**src/rtl/wsm_pkg.sv**
```systemverilog
// ----------------------------------------------------------------------------
// wsm_pkg
// Shared widths, codes, register layout and control types of the omni chassis
// wheel speed mixer.
// ----------------------------------------------------------------------------
package wsm_pkg;

   localparam int DIR_W       = 3;
   localparam int SPEED_W     = 16;
   localparam int TARGET_W    = 16;
   localparam int FILT_W      = 24;
   localparam int TURN_W      = 24;
   localparam int WHEEL_W     = 26;
   localparam int MAG_W       = 25;
   localparam int OUT_W       = 22;
   localparam int GAIN_W      = 16;
   localparam int OGAIN_W     = 24;
   localparam int OP_W        = 25;
   localparam int PROD_W      = 2 * OP_W;
   localparam int NUM_AXES    = 3;
   localparam int NUM_WHEELS  = 4;
   localparam int IDX_W       = $clog2(NUM_WHEELS);

   localparam int TARGET_SHIFT = 8;
   localparam int FILT_SHIFT   = 16;
   localparam int ARM_SHIFT    = 16;
   localparam int GAIN_SHIFT   = 14;
   localparam int OUT_SHIFT    = 20;
   localparam int NORM_SHIFT   = 20;
   localparam int DIV_STEPS    = NORM_SHIFT + 1;
   localparam int QUOT_W       = DIV_STEPS + 1;

   localparam int REQ_DATA_W  = 24;
   localparam int RSP_DATA_W  = NUM_WHEELS * OUT_W;
   localparam int CSR_INDEX_W = 3;
   localparam int CSR_DATA_W  = 24;

   localparam logic [MAG_W-1:0] NORM_ONE = MAG_W'(1) << NORM_SHIFT;

   localparam logic [DIR_W-1:0] DIR_STOP       = 3'd0;
   localparam logic [DIR_W-1:0] DIR_FORWARD    = 3'd1;
   localparam logic [DIR_W-1:0] DIR_BACK       = 3'd2;
   localparam logic [DIR_W-1:0] DIR_LEFT       = 3'd3;
   localparam logic [DIR_W-1:0] DIR_RIGHT      = 3'd4;
   localparam logic [DIR_W-1:0] DIR_TURN_LEFT  = 3'd5;
   localparam logic [DIR_W-1:0] DIR_TURN_RIGHT = 3'd6;

   localparam logic [IDX_W-1:0] AXIS_X    = 2'd0;
   localparam logic [IDX_W-1:0] AXIS_Y    = 2'd1;
   localparam logic [IDX_W-1:0] AXIS_TURN = 2'd2;

   localparam logic [IDX_W-1:0] WHEEL_LF = 2'd0;
   localparam logic [IDX_W-1:0] WHEEL_LB = 2'd1;
   localparam logic [IDX_W-1:0] WHEEL_RB = 2'd2;
   localparam logic [IDX_W-1:0] WHEEL_RF = 2'd3;

   typedef enum logic [CSR_INDEX_W-1:0] {
      CSR_SMOOTHING_GAIN = 3'd0,
      CSR_ARM_LENGTH     = 3'd1,
      CSR_FRONT_GAIN     = 3'd2,
      CSR_BACK_GAIN      = 3'd3,
      CSR_OUTPUT_GAIN    = 3'd4
   } csr_index_type;

   typedef struct packed {
      logic [GAIN_W-1:0]  smoothing_gain;
      logic [GAIN_W-1:0]  arm_length;
      logic [GAIN_W-1:0]  front_gain;
      logic [GAIN_W-1:0]  back_gain;
      logic [OGAIN_W-1:0] output_gain;
   } cfg_type;

   localparam cfg_type CFG_RESET = '{
      smoothing_gain: 16'd9830,
      arm_length:     16'd13107,
      front_gain:     16'd17203,
      back_gain:      16'd16384,
      output_gain:    24'd1724631
   };

   typedef enum logic [2:0] {
      MUL_NONE = 3'd0,
      MUL_GT   = 3'd1,
      MUL_GF   = 3'd2,
      MUL_ARM  = 3'd3,
      MUL_GAIN = 3'd4,
      MUL_OUT  = 3'd5
   } mul_sel_type;

   typedef enum logic [2:0] {
      WR_NONE = 3'd0,
      WR_ACC  = 3'd1,
      WR_FILT = 3'd2,
      WR_TURN = 3'd3,
      WR_MIX  = 3'd4,
      WR_DIV  = 3'd5,
      WR_RES  = 3'd6
   } wr_sel_type;

   typedef struct packed {
      logic             load;
      mul_sel_type      mul_sel;
      wr_sel_type       wr_sel;
      logic [IDX_W-1:0] idx;
      logic             div_start;
      logic             rsp_load;
   } cmd_type;

   typedef struct packed {
      logic norm_needed;
      logic div_done;
   } sts_type;

endpackage

```
**src/rtl/wsm_ctrl.sv**
```systemverilog
// ----------------------------------------------------------------------------
// wsm_ctrl
// Sequencer: steps one item through filter, turn term, mixing, optional
// normalization and gain stage, then hands the result to the output register.
// ----------------------------------------------------------------------------
module wsm_ctrl (
   input  logic              clock,
   input  logic              reset,
   input  logic              req_tvalid,
   output logic              req_tready,
   output logic              rsp_tvalid,
   input  logic              rsp_tready,
   input  wsm_pkg::sts_type  sts,
   output wsm_pkg::cmd_type  cmd
);

   typedef enum logic [6:0] {
      ST_IDLE = 7'b0000001,
      ST_FILT = 7'b0000010,
      ST_TURN = 7'b0000100,
      ST_MIX  = 7'b0001000,
      ST_DIV  = 7'b0010000,
      ST_GAIN = 7'b0100000,
      ST_DONE = 7'b1000000
   } state_type;

   localparam logic [1:0] PHASE_A = 2'd0;
   localparam logic [1:0] PHASE_B = 2'd1;
   localparam logic [1:0] PHASE_C = 2'd2;

   localparam logic [wsm_pkg::IDX_W-1:0] LAST_AXIS  = wsm_pkg::IDX_W'(wsm_pkg::NUM_AXES - 1);
   localparam logic [wsm_pkg::IDX_W-1:0] LAST_WHEEL = wsm_pkg::IDX_W'(wsm_pkg::NUM_WHEELS - 1);

   state_type                   state_ff, state_in;
   logic [wsm_pkg::IDX_W-1:0]   idx_ff, idx_in;
   logic [1:0]                  phase_ff, phase_in;
   logic                        rsp_tvalid_ff, rsp_tvalid_in;

   always_comb begin
      state_in      = state_ff;
      idx_in        = idx_ff;
      phase_in      = phase_ff;
      cmd.load      = 1'b0;
      cmd.mul_sel   = wsm_pkg::MUL_NONE;
      cmd.wr_sel    = wsm_pkg::WR_NONE;
      cmd.idx       = idx_ff;
      cmd.div_start = 1'b0;
      cmd.rsp_load  = 1'b0;
      case (state_ff)
         ST_IDLE: begin
            if (req_tvalid) begin
               cmd.load = 1'b1;
               state_in = ST_FILT;
               idx_in   = '0;
               phase_in = PHASE_A;
            end
         end
         ST_FILT: begin
            case (phase_ff)
               PHASE_A: begin
                  cmd.mul_sel = wsm_pkg::MUL_GT;
                  phase_in    = PHASE_B;
               end
               PHASE_B: begin
                  cmd.wr_sel  = wsm_pkg::WR_ACC;
                  cmd.mul_sel = wsm_pkg::MUL_GF;
                  phase_in    = PHASE_C;
               end
               default: begin
                  cmd.wr_sel = wsm_pkg::WR_FILT;
                  phase_in   = PHASE_A;
                  if (idx_ff == LAST_AXIS) begin
                     state_in = ST_TURN;
                     idx_in   = '0;
                  end else begin
                     idx_in = idx_ff + 1'b1;
                  end
               end
            endcase
         end
         ST_TURN: begin
            case (phase_ff)
               PHASE_A: begin
                  cmd.mul_sel = wsm_pkg::MUL_ARM;
                  phase_in    = PHASE_B;
               end
               default: begin
                  cmd.wr_sel = wsm_pkg::WR_TURN;
                  phase_in   = PHASE_A;
                  idx_in     = '0;
                  state_in   = ST_MIX;
               end
            endcase
         end
         ST_MIX: begin
            cmd.wr_sel = wsm_pkg::WR_MIX;
            if (idx_ff == LAST_WHEEL) begin
               state_in = ST_DIV;
               idx_in   = '0;
               phase_in = PHASE_A;
            end else begin
               idx_in = idx_ff + 1'b1;
            end
         end
         ST_DIV: begin
            case (phase_ff)
               PHASE_A: begin
                  if (!sts.norm_needed) begin
                     state_in = ST_GAIN;
                     idx_in   = '0;
                  end else begin
                     cmd.div_start = 1'b1;
                     phase_in      = PHASE_B;
                  end
               end
               default: begin
                  if (sts.div_done) begin
                     cmd.wr_sel = wsm_pkg::WR_DIV;
                     phase_in   = PHASE_A;
                     if (idx_ff == LAST_WHEEL) begin
                        state_in = ST_GAIN;
                        idx_in   = '0;
                     end else begin
                        idx_in = idx_ff + 1'b1;
                     end
                  end
               end
            endcase
         end
         ST_GAIN: begin
            case (phase_ff)
               PHASE_A: begin
                  cmd.mul_sel = wsm_pkg::MUL_GAIN;
                  phase_in    = PHASE_B;
               end
               PHASE_B: begin
                  cmd.mul_sel = wsm_pkg::MUL_OUT;
                  phase_in    = PHASE_C;
               end
               default: begin
                  cmd.wr_sel = wsm_pkg::WR_RES;
                  phase_in   = PHASE_A;
                  if (idx_ff == LAST_WHEEL) begin
                     state_in = ST_DONE;
                     idx_in   = '0;
                  end else begin
                     idx_in = idx_ff + 1'b1;
                  end
               end
            endcase
         end
         ST_DONE: begin
            if (!rsp_tvalid_ff || rsp_tready) begin
               cmd.rsp_load = 1'b1;
               state_in     = ST_IDLE;
            end
         end
         default: begin
            state_in = ST_IDLE;
            idx_in   = '0;
            phase_in = PHASE_A;
         end
      endcase
   end

   always_comb begin
      rsp_tvalid_in = rsp_tvalid_ff;
      if (cmd.rsp_load) begin
         rsp_tvalid_in = 1'b1;
      end else if (rsp_tready) begin
         rsp_tvalid_in = 1'b0;
      end
   end

   always_ff @(posedge clock) begin
      if (reset) begin
         state_ff      <= ST_IDLE;
         idx_ff        <= '0;
         phase_ff      <= PHASE_A;
         rsp_tvalid_ff <= 1'b0;
      end else begin
         state_ff      <= state_in;
         idx_ff        <= idx_in;
         phase_ff      <= phase_in;
         rsp_tvalid_ff <= rsp_tvalid_in;
      end
   end

   assign req_tready = (state_ff == ST_IDLE);
   assign rsp_tvalid = rsp_tvalid_ff;

endmodule

```
**config.mk**
```make
export PLATFORM = sky130hd
export DESIGN_NAME = wsm_ctrl
export DESIGN_NICKNAME = d
export VERILOG_FILES = /design/src/rtl/wsm_pkg.sv /design/src/rtl/wsm_ctrl.sv
export SDC_FILE = /design/constraint.sdc
export NUM_CORES = 1
export LEC_CHECK = 0
export ABC_CLOCK_PERIOD_IN_PS = 1900
export BUFFER_PORTS_ARGS = -buffer_cell sky130_fd_sc_hd__buf_4
export CAP_MARGIN = 15
export CORE_ASPECT_RATIO = 1.2
export CORE_MARGIN = 5
export CORE_UTILIZATION = 44
export DETAILED_ROUTE_END_ITERATION = 12
export PLACE_DENSITY = 0.68
export SLEW_MARGIN = 40
export SYNTH_ARGS = -nofsm -noshare
export SYNTH_HDL_FRONTEND = slang
export SYNTH_SLANG_ARGS = --single-unit
```
**constraint.sdc**
```tcl
create_clock -name clock -period 1.9 [get_ports clock]
set_input_delay 0.19 -clock clock [delete_from_list [all_inputs] [get_ports clock]]
set_output_delay 0.19 -clock clock [all_outputs]
set_load 0.02 [all_outputs]
```
==> impl_metrics.csv <==
group,metric,value,unit
clock_tree,cts-buffers-inserted,3,
die,ioPinCount,19,
worst_setup_path,startpoint,"state_ff[5]",
route,drtIter0Drc,43,
worst_setup_path,r2r_cells,5,
yosys,ys_ff_latch,12,
global_route,grt_pass1_wl,5.16,mm
clock_tree,cts_max_level,1,
worst_setup_path,crit_chain,"nor4_4 > nand2_2 > a21boi_2 > a21oi_2 > buf_4",
worst_setup_path,crit_end,"cmd[4]",
clock_tree,cts_tree,"built",
die,core_area,2280,µm²
placed_design,placed_cells,185,
route,antenna_left,0,
finish,area_growth_syn_to_layout,32.9,%
clock_tree,clk_pin_slew,0.10,ns
die,fp.dieArea,3470,µm²
clock_tree,cts_root_buffer,"clkbuf_4",
finish,n_antenna_cell,0,
timing,fin_setup_tns,-0.143,ns
pwr,intPower,737,µW
worst_setup_path,reg2reg_from,"state_ff[5]",
yosys,synth_xor_area_share,0.832,%
yosys,synth_fp_nets,142,
worst_setup_path,rr_endpoint,"state_ff[3]",
pwr,swShare,43.3,%
timing,slew_violations,0,
yosys,syn_area,1050,µm²
placed_design,pre_cts_ws,0.0271,ns
die,die_width,54.6,µm
finish,stdcell_count,195,
route,wl,3.17,mm
pwr,power,1.30,mW
route,vias_per_cell,6.06,
timing,finalHoldViolCount,0,
yosys,syn_inst,132,
worst_setup_path,crit_required,1.71,ns
worst_setup_path,cpMaxStageDelayCell,"nor4_4",
pwr,p_leak,0.595,nW
timing,max_freq,509,MHz
finish,multi_input_comb_area,790,µm²
worst_setup_path,critPathMaxFanout,6,
finish,fin_util,61.3,%
timing,worst_pin_slew,0.410,ns
pwr,power_frac_clock,16.8,%
yosys,synthFlopType,"dfxtp_1",
worst_setup_path,critPathCaptureType,"output pin",
timing,timing.final.ws_setup,-0.0652,ns
worst_setup_path,startpoint_type,"flop",
clock_tree,cts.sinks,12,
outcome,violations,"negative setup slack",
route,drc,0,
yosys,avgSynthCellArea,7.97,µm²
worst_setup_path,cpPeakStageDelay,0.44,ns
yosys,synthAdderAreaFrac,4.76,%
route,num_vias,1182,
global_route,grt_overflow_total,0,
placed_design,io_buffers,18,
yosys,ys_seq_area_share,22.8,%
clock_tree,cts_buffer_depth,2,
yosys,ys_warn_count,0,
global_route,grt_max_degree,15,
finish,fill_cells,207,
yosys,synth_top_family_by_area,"simple AND/OR/NAND/NOR gates",
worst_setup_path,arrival,1.78,ns
pwr,pwr-share-comb,57.7,%
worst_hold_path,hold_class,"in -> reg",
timing,fin_skew,0.0161,ns
finish,final_nets,175,
pwr,p_per_area,930,nW/µm²
finish,drive_gt1_share,39.6,%
finish,seq_area,253,µm²
worst_setup_path,reg2reg_setup_slack,-0.02,ns
route,routedWlPerCell,16.2,µm
placed_design,dp_hpwl,2.32,mm
clock_tree,clock_latency,0.29,ns
global_route,first_global_vias,1148,
die,start_util,46.1,%
placed_design,gp_congestion,1.03,
yosys,synthArstFlopShare,0,%
timing,rsz0062_at_grt,"yes",
yosys,synth_cell_types,47,
worst_setup_path,critical_path_class,"reg -> out",
timing,fin_crit,1.97,ns
timing,relSlewSlack,72.4,%
yosys,synth_edf_count,0,
pwr,vdd_drop_max,0.590,mV
job,drv_cap,0,
timing,fin_crit_sh,103,%
pwr,p_seq_share,25.5,%
global_route,grtUsageTotal,19.8,%
outcome,status,"complete, but fails checks",
die,num_rows,19,
die,die_h,63.6,µm
clock_tree,hold_buffers,0,
pwr,p_sw,564,µW
placed_design,dpl-instance-area,1260,µm²
yosys,muxShareOfSynthArea,1.90,%
route,first_pass_iters,4,
timing,setup_viol,5,
finish,stdcell_area,1400,µm²
timing,whs,0.171,ns
yosys,synth_compound_area_share,26.9,%
global_route,antenna_found_initial,0,
yosys,synth-simple-area-share,36.3,%
==> layout by cell type, fill, tap and decap left out, types with 5 or more instances in the layout <==
cell type  synthesis  final
o31ai_1            6      6
dfxtp_1           12      6
nand3_1            5      5
nand4_1            5      5
buf_4              3     35
a21oi_1           13     10
nand2_1            7      5
inv_1              5      5
nor2_1            11     10
==> power by group through the flow <==
stage | sequential, mW | combinational [mW] | clock, mW
6_report | 0.332 | 0.751 | 0.218
5_1_grt | 0.336 | 0.806 | 0.234
4_1_cts | 0.328 | 0.677 | 0.213
3_5_place_dp | 0.334 | 0.651 | 0
3_3_place_gp | 0.332 | 0.648 | 0
2_1_floorplan | 0.310 | 0.442 | 0
==> how the worst min path moves through the flow <==
stage,startpoint,endpoint,slack (ns),cells past startpoint
2_1_floorplan,reset,state_ff[0],0.29,1
3_3_place_gp,reset,state_ff[6],0.48,2
3_5_place_dp,reset,state_ff[4],0.49,2
4_1_cts,reset,state_ff[6],0.18,2
5_1_grt,reset,state_ff[3],0.19,2
6_report,reset,state_ff[5],0.17,2
==> flip-flops by register name, summed over array words and instances, names as in the netlist <==
name,cells
idx_ff,2
rsp_tvalid,1
phase_ff,2
state_ff,7
==> cells in the mapped netlist, types with 2 or more instances <==
cell	count	share of area, %
a21o_1	2	1.4
a21oi_1	13	6.2
a22oi_1	2	1.4
and2_1	2	1.2
and3b_1	2	1.7
and4b_1	2	1.9
buf_4	3	2.1
clkbuf_1	2	0.71
dfxtp_1	12	23
ha_1	4	4.8
inv_1	5	1.8
mux2i_1	2	1.9
nand2_1	7	2.5
nand2b_1	2	1.2
nand3_1	5	2.4
nand3b_1	2	1.4
nand4_1	5	3.0
nor2_1	11	3.9
nor2b_1	3	1.8
nor3_1	3	1.4
nor3b_1	3	2.1
o211a_1	2	1.9
o211ai_1	3	2.1
o21ai_0	4	1.9
o31ai_1	6	4.3
or3b_1	3	2.5
or4_1	2	1.4
==> layer usage <==
| metal | routed length (µm) | GRT usage [%] |
|---|---|---|
| met5 | 0 | 0 |
| met4 | 104 | 7.17 |
| met3 | 260 | 4.01 |
| met2 | 1580 | 33.0 |
| met1 | 1220 | 24.1 |
==> kinds of logic (layout without fill, tap and decap cells) <==
logic type,Yosys count,after routing
buf+inv,12,44
flops,12,12
simple gates,60,60
mux,2,2
compound gates,41,41
xor+xnor,1,1
fa+ha+maj,4,4
==> critical path, delay by kind of cell (launching register included) <==
kind                   cells  cell delay (ns)
buffers and inverters      1             0.16
AND/OR/NAND/NOR            2             0.62
AO/OA/AOI/OAI              2             0.32
flip-flops                 1             0.38
==> what timing repair did <==
item | in CTS | in global routing
cloned | 0 | 0
setup buffers | 2 | 4
endpoints found under the setup margin | 6 | 12
pin swaps | 4 | 5
gates resized for setup | 9 | 14
==> cell type report <==
cell class,instances,area share [%]
repair buffers,35,18.8
well taps,31,2.77
clock buffers,4,2.59
multi-input cells,108,56.4
flip-flops and latches,12,18.1
inverters,5,1.34
Note: power is estimated with default switching activity, not from simulation.
