[config.mk]
export PLATFORM = sky130hd
export DESIGN_NAME = wsm_dp
export DESIGN_NICKNAME = d
export VERILOG_FILES = /design/src/rtl/wsm_pkg.sv /design/src/rtl/wsm_div.sv /design/src/rtl/wsm_dp.sv
export SDC_FILE = /design/constraint.sdc
export NUM_CORES = 2
export LEC_CHECK = 0
export BUFFER_PORTS_ARGS = -buffer_cell sky130_fd_sc_hd__buf_4
export CORE_UTILIZATION = 50
export CTS_CLUSTER_SIZE = 24
export DETAILED_ROUTE_END_ITERATION = 10
export GPL_ROUTABILITY_DRIVEN = 0
export GPL_TIMING_DRIVEN = 0
export PLACE_DENSITY_LB_ADDON = 0.12
export SLEW_MARGIN = 5
export SYNTH_ARGS = -nofsm -noshare
export SYNTH_HDL_FRONTEND = slang
export SYNTH_SLANG_ARGS = --single-unit
[constraint.sdc]
create_clock -name clock -period 14.4 [get_ports clock]
set_clock_uncertainty 0.1 [all_clocks]
set_input_delay 2.88 -clock clock [delete_from_list [all_inputs] [get_ports clock]]
set_output_delay 2.88 -clock clock [all_outputs]
set_load 0.01 [all_outputs]
[src/rtl/wsm_pkg.sv]
// ----------------------------------------------------------------------------
// wsm_pkg
// Shared widths, codes, register layout and control types of the omni chassis
// wheel speed mixer.
// ----------------------------------------------------------------------------
package wsm_pkg;

   localparam int DIR_W       = 3;
   localparam int SPEED_W     = 16;
   localparam int TARGET_W    = 16;
   localparam int FILT_W      = 24;
   localparam int TURN_W      = 24;
   localparam int WHEEL_W     = 26;
   localparam int MAG_W       = 25;
   localparam int OUT_W       = 22;
   localparam int GAIN_W      = 16;
   localparam int OGAIN_W     = 24;
   localparam int OP_W        = 25;
   localparam int PROD_W      = 2 * OP_W;
   localparam int NUM_AXES    = 3;
   localparam int NUM_WHEELS  = 4;
   localparam int IDX_W       = $clog2(NUM_WHEELS);

   localparam int TARGET_SHIFT = 8;
   localparam int FILT_SHIFT   = 16;
   localparam int ARM_SHIFT    = 16;
   localparam int GAIN_SHIFT   = 14;
   localparam int OUT_SHIFT    = 20;
   localparam int NORM_SHIFT   = 20;
   localparam int DIV_STEPS    = NORM_SHIFT + 1;
   localparam int QUOT_W       = DIV_STEPS + 1;

   localparam int REQ_DATA_W  = 24;
   localparam int RSP_DATA_W  = NUM_WHEELS * OUT_W;
   localparam int CSR_INDEX_W = 3;
   localparam int CSR_DATA_W  = 24;

   localparam logic [MAG_W-1:0] NORM_ONE = MAG_W'(1) << NORM_SHIFT;

   localparam logic [DIR_W-1:0] DIR_STOP       = 3'd0;
   localparam logic [DIR_W-1:0] DIR_FORWARD    = 3'd1;
   localparam logic [DIR_W-1:0] DIR_BACK       = 3'd2;
   localparam logic [DIR_W-1:0] DIR_LEFT       = 3'd3;
   localparam logic [DIR_W-1:0] DIR_RIGHT      = 3'd4;
   localparam logic [DIR_W-1:0] DIR_TURN_LEFT  = 3'd5;
   localparam logic [DIR_W-1:0] DIR_TURN_RIGHT = 3'd6;

   localparam logic [IDX_W-1:0] AXIS_X    = 2'd0;
   localparam logic [IDX_W-1:0] AXIS_Y    = 2'd1;
   localparam logic [IDX_W-1:0] AXIS_TURN = 2'd2;

   localparam logic [IDX_W-1:0] WHEEL_LF = 2'd0;
   localparam logic [IDX_W-1:0] WHEEL_LB = 2'd1;
   localparam logic [IDX_W-1:0] WHEEL_RB = 2'd2;
   localparam logic [IDX_W-1:0] WHEEL_RF = 2'd3;

   typedef enum logic [CSR_INDEX_W-1:0] {
      CSR_SMOOTHING_GAIN = 3'd0,
      CSR_ARM_LENGTH     = 3'd1,
      CSR_FRONT_GAIN     = 3'd2,
      CSR_BACK_GAIN      = 3'd3,
      CSR_OUTPUT_GAIN    = 3'd4
   } csr_index_type;

   typedef struct packed {
      logic [GAIN_W-1:0]  smoothing_gain;
      logic [GAIN_W-1:0]  arm_length;
      logic [GAIN_W-1:0]  front_gain;
      logic [GAIN_W-1:0]  back_gain;
      logic [OGAIN_W-1:0] output_gain;
   } cfg_type;

   localparam cfg_type CFG_RESET = '{
      smoothing_gain: 16'd9830,
      arm_length:     16'd13107,
      front_gain:     16'd17203,
      back_gain:      16'd16384,
      output_gain:    24'd1724631
   };

   typedef enum logic [2:0] {
      MUL_NONE = 3'd0,
      MUL_GT   = 3'd1,
      MUL_GF   = 3'd2,
      MUL_ARM  = 3'd3,
      MUL_GAIN = 3'd4,
      MUL_OUT  = 3'd5
   } mul_sel_type;

   typedef enum logic [2:0] {
      WR_NONE = 3'd0,
      WR_ACC  = 3'd1,
      WR_FILT = 3'd2,
      WR_TURN = 3'd3,
      WR_MIX  = 3'd4,
      WR_DIV  = 3'd5,
      WR_RES  = 3'd6
   } wr_sel_type;

   typedef struct packed {
      logic             load;
      mul_sel_type      mul_sel;
      wr_sel_type       wr_sel;
      logic [IDX_W-1:0] idx;
      logic             div_start;
      logic             rsp_load;
   } cmd_type;

   typedef struct packed {
      logic norm_needed;
      logic div_done;
   } sts_type;

endpackage

[src/rtl/wsm_div.sv]
// ----------------------------------------------------------------------------
// wsm_div
// Radix-2 restoring divider for wheel normalization: one quotient bit per
// cycle, floor of signed wheel * 2^20 over the largest magnitude.
// ----------------------------------------------------------------------------
module wsm_div (
   input  logic                               clock,
   input  logic                               reset,
   input  logic                               start,
   input  logic                               neg,
   input  logic [wsm_pkg::MAG_W-1:0]          mag,
   input  logic [wsm_pkg::MAG_W-1:0]          divisor,
   output logic                               done,
   output logic signed [wsm_pkg::QUOT_W-1:0]  quot
);

   localparam int CNT_W = $clog2(wsm_pkg::DIV_STEPS + 1);

   logic [wsm_pkg::MAG_W:0]         rem_ff, rem_in;
   logic [wsm_pkg::DIV_STEPS-1:0]   q_ff, q_in;
   logic [CNT_W-1:0]                cnt_ff, cnt_in;
   logic                            busy_ff, busy_in;
   logic                            done_ff, done_in;
   logic                            neg_ff, neg_in;
   logic [wsm_pkg::MAG_W-1:0]       divisor_ff, divisor_in;
   logic [wsm_pkg::MAG_W:0]         trial;
   logic [wsm_pkg::MAG_W:0]         rem_step;
   logic                            ge;
   logic [wsm_pkg::QUOT_W-1:0]      q_ext;

   assign ge       = rem_ff >= {1'b0, divisor_ff};
   assign trial    = rem_ff - {1'b0, divisor_ff};
   assign rem_step = ge ? trial : rem_ff;

   always_comb begin
      rem_in     = rem_ff;
      q_in       = q_ff;
      cnt_in     = cnt_ff;
      busy_in    = busy_ff;
      done_in    = 1'b0;
      neg_in     = neg_ff;
      divisor_in = divisor_ff;
      if (start) begin
         rem_in     = {1'b0, mag};
         q_in       = '0;
         cnt_in     = CNT_W'(wsm_pkg::DIV_STEPS);
         busy_in    = 1'b1;
         neg_in     = neg;
         divisor_in = divisor;
      end else if (busy_ff) begin
         rem_in = {rem_step[wsm_pkg::MAG_W-1:0], 1'b0};
         q_in   = {q_ff[wsm_pkg::DIV_STEPS-2:0], ge};
         cnt_in = cnt_ff - CNT_W'(1);
         if (cnt_ff == CNT_W'(1)) begin
            busy_in = 1'b0;
            done_in = 1'b1;
         end
      end
   end

   always_ff @(posedge clock) begin
      if (reset) begin
         busy_ff <= 1'b0;
         done_ff <= 1'b0;
      end else begin
         busy_ff <= busy_in;
         done_ff <= done_in;
      end
   end

   always_ff @(posedge clock) begin
      rem_ff     <= rem_in;
      q_ff       <= q_in;
      cnt_ff     <= cnt_in;
      neg_ff     <= neg_in;
      divisor_ff <= divisor_in;
   end

   // negative with a remainder rounds down one more: -(q + 1) is ~q
   assign q_ext = wsm_pkg::QUOT_W'(q_ff);
   assign quot  = neg_ff ? ((rem_ff != '0) ? ~q_ext : -q_ext) : q_ext;
   assign done  = done_ff;

endmodule

[src/rtl/wsm_dp.sv]
// ----------------------------------------------------------------------------
// wsm_dp
// Datapath: direction latch and axis targets, smoothing filter state, one
// shared 25x25 multiplier, wheel mixing, normalization divider, gain stage
// and the result register.
// ----------------------------------------------------------------------------
module wsm_dp (
   input  logic                                 clock,
   input  logic                                 reset,
   input  wsm_pkg::cmd_type                     cmd,
   input  wsm_pkg::cfg_type                     cfg,
   input  logic [wsm_pkg::REQ_DATA_W-1:0]       req_tdata,
   output wsm_pkg::sts_type                     sts,
   output logic [wsm_pkg::RSP_DATA_W-1:0]       rsp_tdata
);

   localparam int OUT_FULL_W = wsm_pkg::PROD_W - wsm_pkg::OUT_SHIFT;
   localparam logic signed [wsm_pkg::OUT_W-1:0] OUT_MAX =
      {1'b0, {(wsm_pkg::OUT_W-1){1'b1}}};
   localparam logic signed [wsm_pkg::OUT_W-1:0] OUT_MIN =
      {1'b1, {(wsm_pkg::OUT_W-1){1'b0}}};
   localparam logic signed [wsm_pkg::SPEED_W-1:0] SPEED_MIN =
      {1'b1, {(wsm_pkg::SPEED_W-1){1'b0}}};
   localparam logic signed [wsm_pkg::SPEED_W-1:0] SPEED_MAX =
      {1'b0, {(wsm_pkg::SPEED_W-1){1'b1}}};

   logic [wsm_pkg::DIR_W-1:0]              dir;
   logic signed [wsm_pkg::SPEED_W-1:0]     spd, spd_neg;
   logic [wsm_pkg::DIR_W-1:0]              latched_dir_ff, latched_dir_in;
   logic signed [wsm_pkg::TARGET_W-1:0]    target_ff [wsm_pkg::NUM_AXES];
   logic signed [wsm_pkg::TARGET_W-1:0]    target_in [wsm_pkg::NUM_AXES];
   logic signed [wsm_pkg::FILT_W-1:0]      filt_ff [wsm_pkg::NUM_AXES];
   logic signed [wsm_pkg::FILT_W-1:0]      filt_in [wsm_pkg::NUM_AXES];
   logic signed [wsm_pkg::TURN_W-1:0]      turn_ff, turn_in;
   logic signed [wsm_pkg::WHEEL_W-1:0]     wheel_ff [wsm_pkg::NUM_WHEELS];
   logic signed [wsm_pkg::WHEEL_W-1:0]     wheel_in [wsm_pkg::NUM_WHEELS];
   logic [wsm_pkg::MAG_W-1:0]              mx_ff, mx_in;
   logic signed [wsm_pkg::PROD_W-1:0]      prod_ff, prod_in, acc_ff, acc_in, filt_sum;
   logic signed [wsm_pkg::OP_W-1:0]        mul_a, mul_b;
   logic [wsm_pkg::GAIN_W:0]               gain_comp;
   logic [wsm_pkg::GAIN_W-1:0]             wheel_gain;
   logic signed [wsm_pkg::TARGET_W-1:0]    target_sel;
   logic signed [wsm_pkg::FILT_W-1:0]      filt_sel;
   logic signed [wsm_pkg::WHEEL_W-1:0]     wheel_sel, wheel_sel_mag;
   logic signed [wsm_pkg::WHEEL_W-1:0]     x_term, y_term, mix_sum, mix_mag_full;
   logic [wsm_pkg::MAG_W-1:0]              mix_mag, div_mag;
   logic                                   x_neg, y_neg;
   logic signed [OUT_FULL_W-1:0]           out_full;
   logic signed [wsm_pkg::OUT_W-1:0]       out_sat;
   logic signed [wsm_pkg::OUT_W-1:0]       res_ff [wsm_pkg::NUM_WHEELS];
   logic signed [wsm_pkg::OUT_W-1:0]       res_in [wsm_pkg::NUM_WHEELS];
   logic [wsm_pkg::RSP_DATA_W-1:0]         rsp_tdata_ff, rsp_tdata_in;
   logic signed [wsm_pkg::QUOT_W-1:0]      div_quot;
   logic                                   div_done;

   assign dir     = req_tdata[wsm_pkg::DIR_W-1:0];
   assign spd     = req_tdata[wsm_pkg::DIR_W +: wsm_pkg::SPEED_W];
   assign spd_neg = (spd == SPEED_MIN) ? SPEED_MAX : -spd;

   always_comb begin
      latched_dir_in = latched_dir_ff;
      target_in      = target_ff;
      if (cmd.load && (dir <= wsm_pkg::DIR_TURN_RIGHT) && (dir != latched_dir_ff)) begin
         latched_dir_in = dir;
         for (int i = 0; i < wsm_pkg::NUM_AXES; i++) begin
            target_in[i] = '0;
         end
         case (dir)
            wsm_pkg::DIR_FORWARD:    target_in[wsm_pkg::AXIS_X]    = spd;
            wsm_pkg::DIR_BACK:       target_in[wsm_pkg::AXIS_X]    = spd_neg;
            wsm_pkg::DIR_LEFT:       target_in[wsm_pkg::AXIS_Y]    = spd;
            wsm_pkg::DIR_RIGHT:      target_in[wsm_pkg::AXIS_Y]    = spd_neg;
            wsm_pkg::DIR_TURN_LEFT:  target_in[wsm_pkg::AXIS_TURN] = spd;
            wsm_pkg::DIR_TURN_RIGHT: target_in[wsm_pkg::AXIS_TURN] = spd_neg;
            default: ;
         endcase
      end
   end

   assign target_sel = target_ff[cmd.idx];
   assign filt_sel   = filt_ff[cmd.idx];
   assign wheel_sel  = wheel_ff[cmd.idx];
   assign gain_comp  = {1'b1, {wsm_pkg::GAIN_W{1'b0}}} - {1'b0, cfg.smoothing_gain};
   assign wheel_gain = ((cmd.idx == wsm_pkg::WHEEL_LF) || (cmd.idx == wsm_pkg::WHEEL_RF)) ?
                       cfg.front_gain : cfg.back_gain;

   always_comb begin
      case (cmd.mul_sel)
         wsm_pkg::MUL_GT: begin
            mul_a = wsm_pkg::OP_W'(target_sel) <<< wsm_pkg::TARGET_SHIFT;
            mul_b = wsm_pkg::OP_W'(cfg.smoothing_gain);
         end
         wsm_pkg::MUL_GF: begin
            mul_a = wsm_pkg::OP_W'(filt_sel);
            mul_b = wsm_pkg::OP_W'(gain_comp);
         end
         wsm_pkg::MUL_ARM: begin
            mul_a = wsm_pkg::OP_W'(filt_ff[wsm_pkg::AXIS_TURN]);
            mul_b = wsm_pkg::OP_W'(cfg.arm_length);
         end
         wsm_pkg::MUL_GAIN: begin
            mul_a = wheel_sel[wsm_pkg::OP_W-1:0];
            mul_b = wsm_pkg::OP_W'(wheel_gain);
         end
         wsm_pkg::MUL_OUT: begin
            mul_a = prod_ff[wsm_pkg::GAIN_SHIFT +: wsm_pkg::OP_W];
            mul_b = wsm_pkg::OP_W'(cfg.output_gain);
         end
         default: begin
            mul_a = '0;
            mul_b = '0;
         end
      endcase
   end

   assign prod_in = mul_a * mul_b;

   // wheel order: left front, left back, right back, right front
   assign x_neg        = (cmd.idx == wsm_pkg::WHEEL_RB) || (cmd.idx == wsm_pkg::WHEEL_RF);
   assign y_neg        = (cmd.idx == wsm_pkg::WHEEL_LB) || (cmd.idx == wsm_pkg::WHEEL_RB);
   assign x_term       = x_neg ? -wsm_pkg::WHEEL_W'(filt_ff[wsm_pkg::AXIS_X])
                               :  wsm_pkg::WHEEL_W'(filt_ff[wsm_pkg::AXIS_X]);
   assign y_term       = y_neg ? -wsm_pkg::WHEEL_W'(filt_ff[wsm_pkg::AXIS_Y])
                               :  wsm_pkg::WHEEL_W'(filt_ff[wsm_pkg::AXIS_Y]);
   assign mix_sum      = x_term + y_term + wsm_pkg::WHEEL_W'(turn_ff);
   assign mix_mag_full = mix_sum[wsm_pkg::WHEEL_W-1] ? -mix_sum : mix_sum;
   assign mix_mag      = mix_mag_full[wsm_pkg::MAG_W-1:0];

   assign wheel_sel_mag = wheel_sel[wsm_pkg::WHEEL_W-1] ? -wheel_sel : wheel_sel;
   assign div_mag       = wheel_sel_mag[wsm_pkg::MAG_W-1:0];

   assign filt_sum = acc_ff + prod_ff;
   assign out_full = prod_ff[wsm_pkg::PROD_W-1:wsm_pkg::OUT_SHIFT];

   always_comb begin
      if (out_full > OUT_MAX) begin
         out_sat = OUT_MAX;
      end else if (out_full < OUT_MIN) begin
         out_sat = OUT_MIN;
      end else begin
         out_sat = out_full[wsm_pkg::OUT_W-1:0];
      end
   end

   always_comb begin
      acc_in   = acc_ff;
      filt_in  = filt_ff;
      turn_in  = turn_ff;
      wheel_in = wheel_ff;
      mx_in    = mx_ff;
      res_in   = res_ff;
      case (cmd.wr_sel)
         wsm_pkg::WR_ACC:  acc_in = prod_ff;
         wsm_pkg::WR_FILT: filt_in[cmd.idx] = filt_sum[wsm_pkg::FILT_SHIFT +: wsm_pkg::FILT_W];
         wsm_pkg::WR_TURN: begin
            turn_in = prod_ff[wsm_pkg::ARM_SHIFT +: wsm_pkg::TURN_W];
            mx_in   = '0;
         end
         wsm_pkg::WR_MIX: begin
            wheel_in[cmd.idx] = mix_sum;
            if (mix_mag > mx_ff) begin
               mx_in = mix_mag;
            end
         end
         wsm_pkg::WR_DIV:  wheel_in[cmd.idx] = wsm_pkg::WHEEL_W'(div_quot);
         wsm_pkg::WR_RES:  res_in[cmd.idx] = out_sat;
         default: ;
      endcase
   end

   assign rsp_tdata_in = cmd.rsp_load ?
      {res_ff[wsm_pkg::WHEEL_RF], res_ff[wsm_pkg::WHEEL_RB],
       res_ff[wsm_pkg::WHEEL_LB], res_ff[wsm_pkg::WHEEL_LF]} : rsp_tdata_ff;

   wsm_div u_div (
      .clock   (clock),
      .reset   (reset),
      .start   (cmd.div_start),
      .neg     (wheel_sel[wsm_pkg::WHEEL_W-1]),
      .mag     (div_mag),
      .divisor (mx_ff),
      .done    (div_done),
      .quot    (div_quot)
   );

   always_ff @(posedge clock) begin
      if (reset) begin
         latched_dir_ff <= wsm_pkg::DIR_STOP;
         for (int i = 0; i < wsm_pkg::NUM_AXES; i++) begin
            target_ff[i] <= '0;
            filt_ff[i]   <= '0;
         end
      end else begin
         latched_dir_ff <= latched_dir_in;
         target_ff      <= target_in;
         filt_ff        <= filt_in;
      end
   end

   always_ff @(posedge clock) begin
      prod_ff      <= prod_in;
      acc_ff       <= acc_in;
      turn_ff      <= turn_in;
      wheel_ff     <= wheel_in;
      mx_ff        <= mx_in;
      res_ff       <= res_in;
      rsp_tdata_ff <= rsp_tdata_in;
   end

   assign sts.norm_needed = mx_ff > wsm_pkg::NORM_ONE;
   assign sts.div_done    = div_done;
   assign rsp_tdata       = rsp_tdata_ff;

endmodule

==> summary.txt <==
Number of buffers on the longest clock path = 3
Final core utilization = 56.1%
Data arrival time of the worst path = 14.35 ns
Via count of the first global-routing pass = 42700
Biggest area consumer among synthesized cells = fa_1
Setup violators final = 0
Max-cap violations = 0
Post-layout min period = 13.96 ns
Post-synthesis cell type count = 99
Count of state elements after synthesis = 622
Maximum net fanout on the critical path = 10
Share of the synthesized area in the top cell type = 23.9%
Number of cell instances on the worst register-to-register path = 28
Fin. Hold Viols = 0
Final-layout setup total negative slack = 0 ns
# port buffers = 203
Detailed placer's ending HPWL = 146000 um
Post-synthesis instance total = 5787
Top Ports = 215
Clock buffers created by TritonCTS = 69
Fmax = 0.0716 GHz
Startpoint of the worst register-to-register path = filt_ff[55]
Number of instances on the worst hold path = 0
Rel. slew slack = 10.2%
Worst supply voltage drop on vdd = 0.144 mV
Slowest cell on the critical path = o21ai_1
Row Count = 121
Total detailed-routing wirelength = 180000 um
Clock sink count = 622
Layout cell share with drive strength beyond 1 = 7.68%
RSZ-0062 raised after global routing = no
Final Power = 9.82 mW
Data required time at the worst endpoint = 14.79 ns
Slowest cell delay on critical path = 1.06 ns
Global-route wire length before repair = 270000 um
Type of the worst min-delay path = flop to flop
Number of instances in the placed design = 7485
Maximum number of pins on one net before global-route repair = 89
Transition time of the tightest slew-check pin = 1.34 ns
Start point of the worst hold path = res_ff[57]
Starting DRT DRC Count = 4120
Register area share after synthesis = 30.1%
CTS tree = built
Top post-synthesis cells by count = inv_1, nand2_1, fa_1
Initial core utilization = 50.7%
All-layer global routing usage = 32.6%
Synth Flop Type = edfxtp_1
Cell Pwr Density = 160 nW/um^2
Die span in x = 335 um
Mean Syn Cell Area = 9.57 sq um
Clock transition at the registers of the reported paths = 0.05 ns
Share of synthesized flip-flops with an asynchronous set or reset = 0%
Hold Path End = rsp_tdata[35]
DR DRC count = 0
Most frequently used cell type in the post-synthesis netlist = inv_1
Mapped Area = 55400 sq um
Most frequent CP cell = fa_1
Remaining global-route overflow = 0
Syn Nets = 6839
WS Path Type = primary input to flop
Critical Path Sink Type = flop
Final antenna-violating net count = 0
Die H = 335 um
Top cells by area, synth = fa_1, edfxtp_1, dfxtp_1
Full die area = 112000 sq um
Area after DPL = 59000 sq um
Clock insertion delay at the later pin of the skew report = 0.64 ns
Via Count = 43500
Area grow syn2layout = 10.8%
Filler cells = 9867
CTS H-Tree Depth = 3
Antenna violations before repair = 4
Critical Path Start Type = primary input
Vias per Instance = 5.71
Final period utilization = 97.0%
Number of enable-type register cells in the synthesized netlist = 420
Reported leakage power = 27.1 nW
Warnings, synthesis = 0
End of the worst register-to-register path = prod_ff[49]
Net count, final = 7129
Non-filler cells in the finished layout = 7613
Routed wire length per instance = 23.7 um
Final Cell Area = 61400 sq um
Number of pins exceeding their max-slew limit in the final report = 0
DRT Pass-1 Iters = 7
Status = finished, final reports clean
Core area = 109000 sq um
Clock Tree Root = clkbuf_16
Reg2reg setup slack = 4.58 ns
-- how the worst max path moves through the flow --
| stage | from | end |
|---|---|---|
| floorplan | cmd[2] | prod_ff[49] |
| global placement | cmd[2] | prod_ff[49] |
| detailed placement | cmd[3] | prod_ff[44] |
| CTS | cmd[3] | prod_ff[44] |
| global route | cmd[2] | prod_ff[44] |
| finish | cmd[2] | prod_ff[44] |
-- worst max-delay path: cells and delay by family --
kind | cells | cell delay (ns)
multiplexers | 1 | 0.12
AO/OA/AOI/OAI | 9 | 2.77
adder cells (fa/ha/maj) | 9 | 4.54
AND/OR/NAND/NOR | 3 | 0.72
buffers and inverters | 13 | 3.14
XOR/XNOR | 1 | 0.15
-- report_power, final --
| part | total, mW | internal [mW] | leakage (nW) | switching [mW] |
|---|---|---|---|---|
| Combinational | 5.46 | 2.01 | 20.3 | 3.45 |
| Clock | 1.82 | 1.06 | 1.14 | 0.753 |
| Sequential | 2.55 | 2.27 | 5.62 | 0.276 |
| Total | 9.82 | 5.35 | 27.1 | 4.48 |
-- metal layers --
layer | up-vias | track usage [%] | wire length, um
li1 | 19400 | - | -
met1 | 21400 | 45.5 | 75100
met2 | 2280 | 48.2 | 77100
met3 | 431 | 7.32 | 18600
met4 | 0 | 15.0 | 9360
met5 | - | 0 | 0
-- cells in the final DEF, fill, tap and decap left out, types with 13 or more instances in the layout --
cell type	count
a31oi_1	28
inv_1	1060
and3_1	28
nand4_1	32
nor4_1	25
buf_2	19
mux2i_1	96
nor2b_1	92
fa_1	658
nor2_1	400
edfxtp_1	420
a22oi_1	69
or2_2	16
xor2_1	104
dfxtp_1	202
mux4_2	25
a211oi_1	80
nor3_1	71
buf_4	215
buf_1	17
xnor2_1	127
a221o_1	13
ha_1	267
o21bai_1	21
a21o_1	97
a21oi_1	248
o31ai_1	23
or3_1	19
nand2b_1	28
clkbuf_16	72
nand3_1	40
clkbuf_2	16
o211ai_1	19
and2_1	111
nand2_1	711
clkbuf_1	207
o21a_1	28
o21ai_0	176
-- logic make-up after synthesis --
family | synth area share [%]
AO/OA/AOI/OAI | 10.7
XOR/XNOR | 3.80
adder cells (fa/ha/maj) | 29.9
buffers and inverters | 8.95
flip-flops | 30.1
multiplexers | 2.90
AND/OR/NAND/NOR | 13.7
-- timing repair --
action                     in CTS  in global routing
setup endpoints to repair      20                 16
setup buffers                   0                  0
resized for setup              12                 27
hold buffers                    0                  0
-- stage by stage --
step	worst slack, ns	hold slack, ns
after CTS	0.0130	0.318
after detailed placement	-1.52	0.305
after floorplan	2.15	0.300
final	0.438	0.317
after global routing	0.0291	0.322
after global placement	-1.51	0.301
-- area by class of cell --
cell class | instances | area, sq um | area share, %
diodes | 5 | 12.5 | 0.0204
plain buffers | 248 | 992 | 1.62
clock buffers | 86 | 1880 | 3.06
clock inverters | 40 | 429 | 0.699
inverters | 1060 | 3980 | 6.48
multi-input cells | 3854 | 33900 | 55.2
flip-flops and latches | 622 | 16700 | 27.1
well taps | 1476 | 1850 | 3.01
repair buffers | 222 | 1670 | 2.72
-- registers in the layout (all words and copies together) (netlist names) --
| name | cells |
|---|---|
| u_div.neg_ff | 1 |
| rsp_tdata | 88 |
| u_div.busy_ff | 1 |
| u_div.done | 1 |
| turn_ff | 24 |
| latched_dir_ff | 3 |
| prod_ff | 50 |
| filt_ff | 72 |
| u_div.divisor_ff | 25 |
| target_ff | 48 |
| u_div.cnt_ff | 5 |
| u_div.q_ff | 21 |
| res_ff | 88 |
| acc_ff | 40 |
| mx_ff | 25 |
| wheel_ff | 104 |
| u_div.rem_ff | 26 |
No activity file was read; power rests on OpenSTA's default activity.
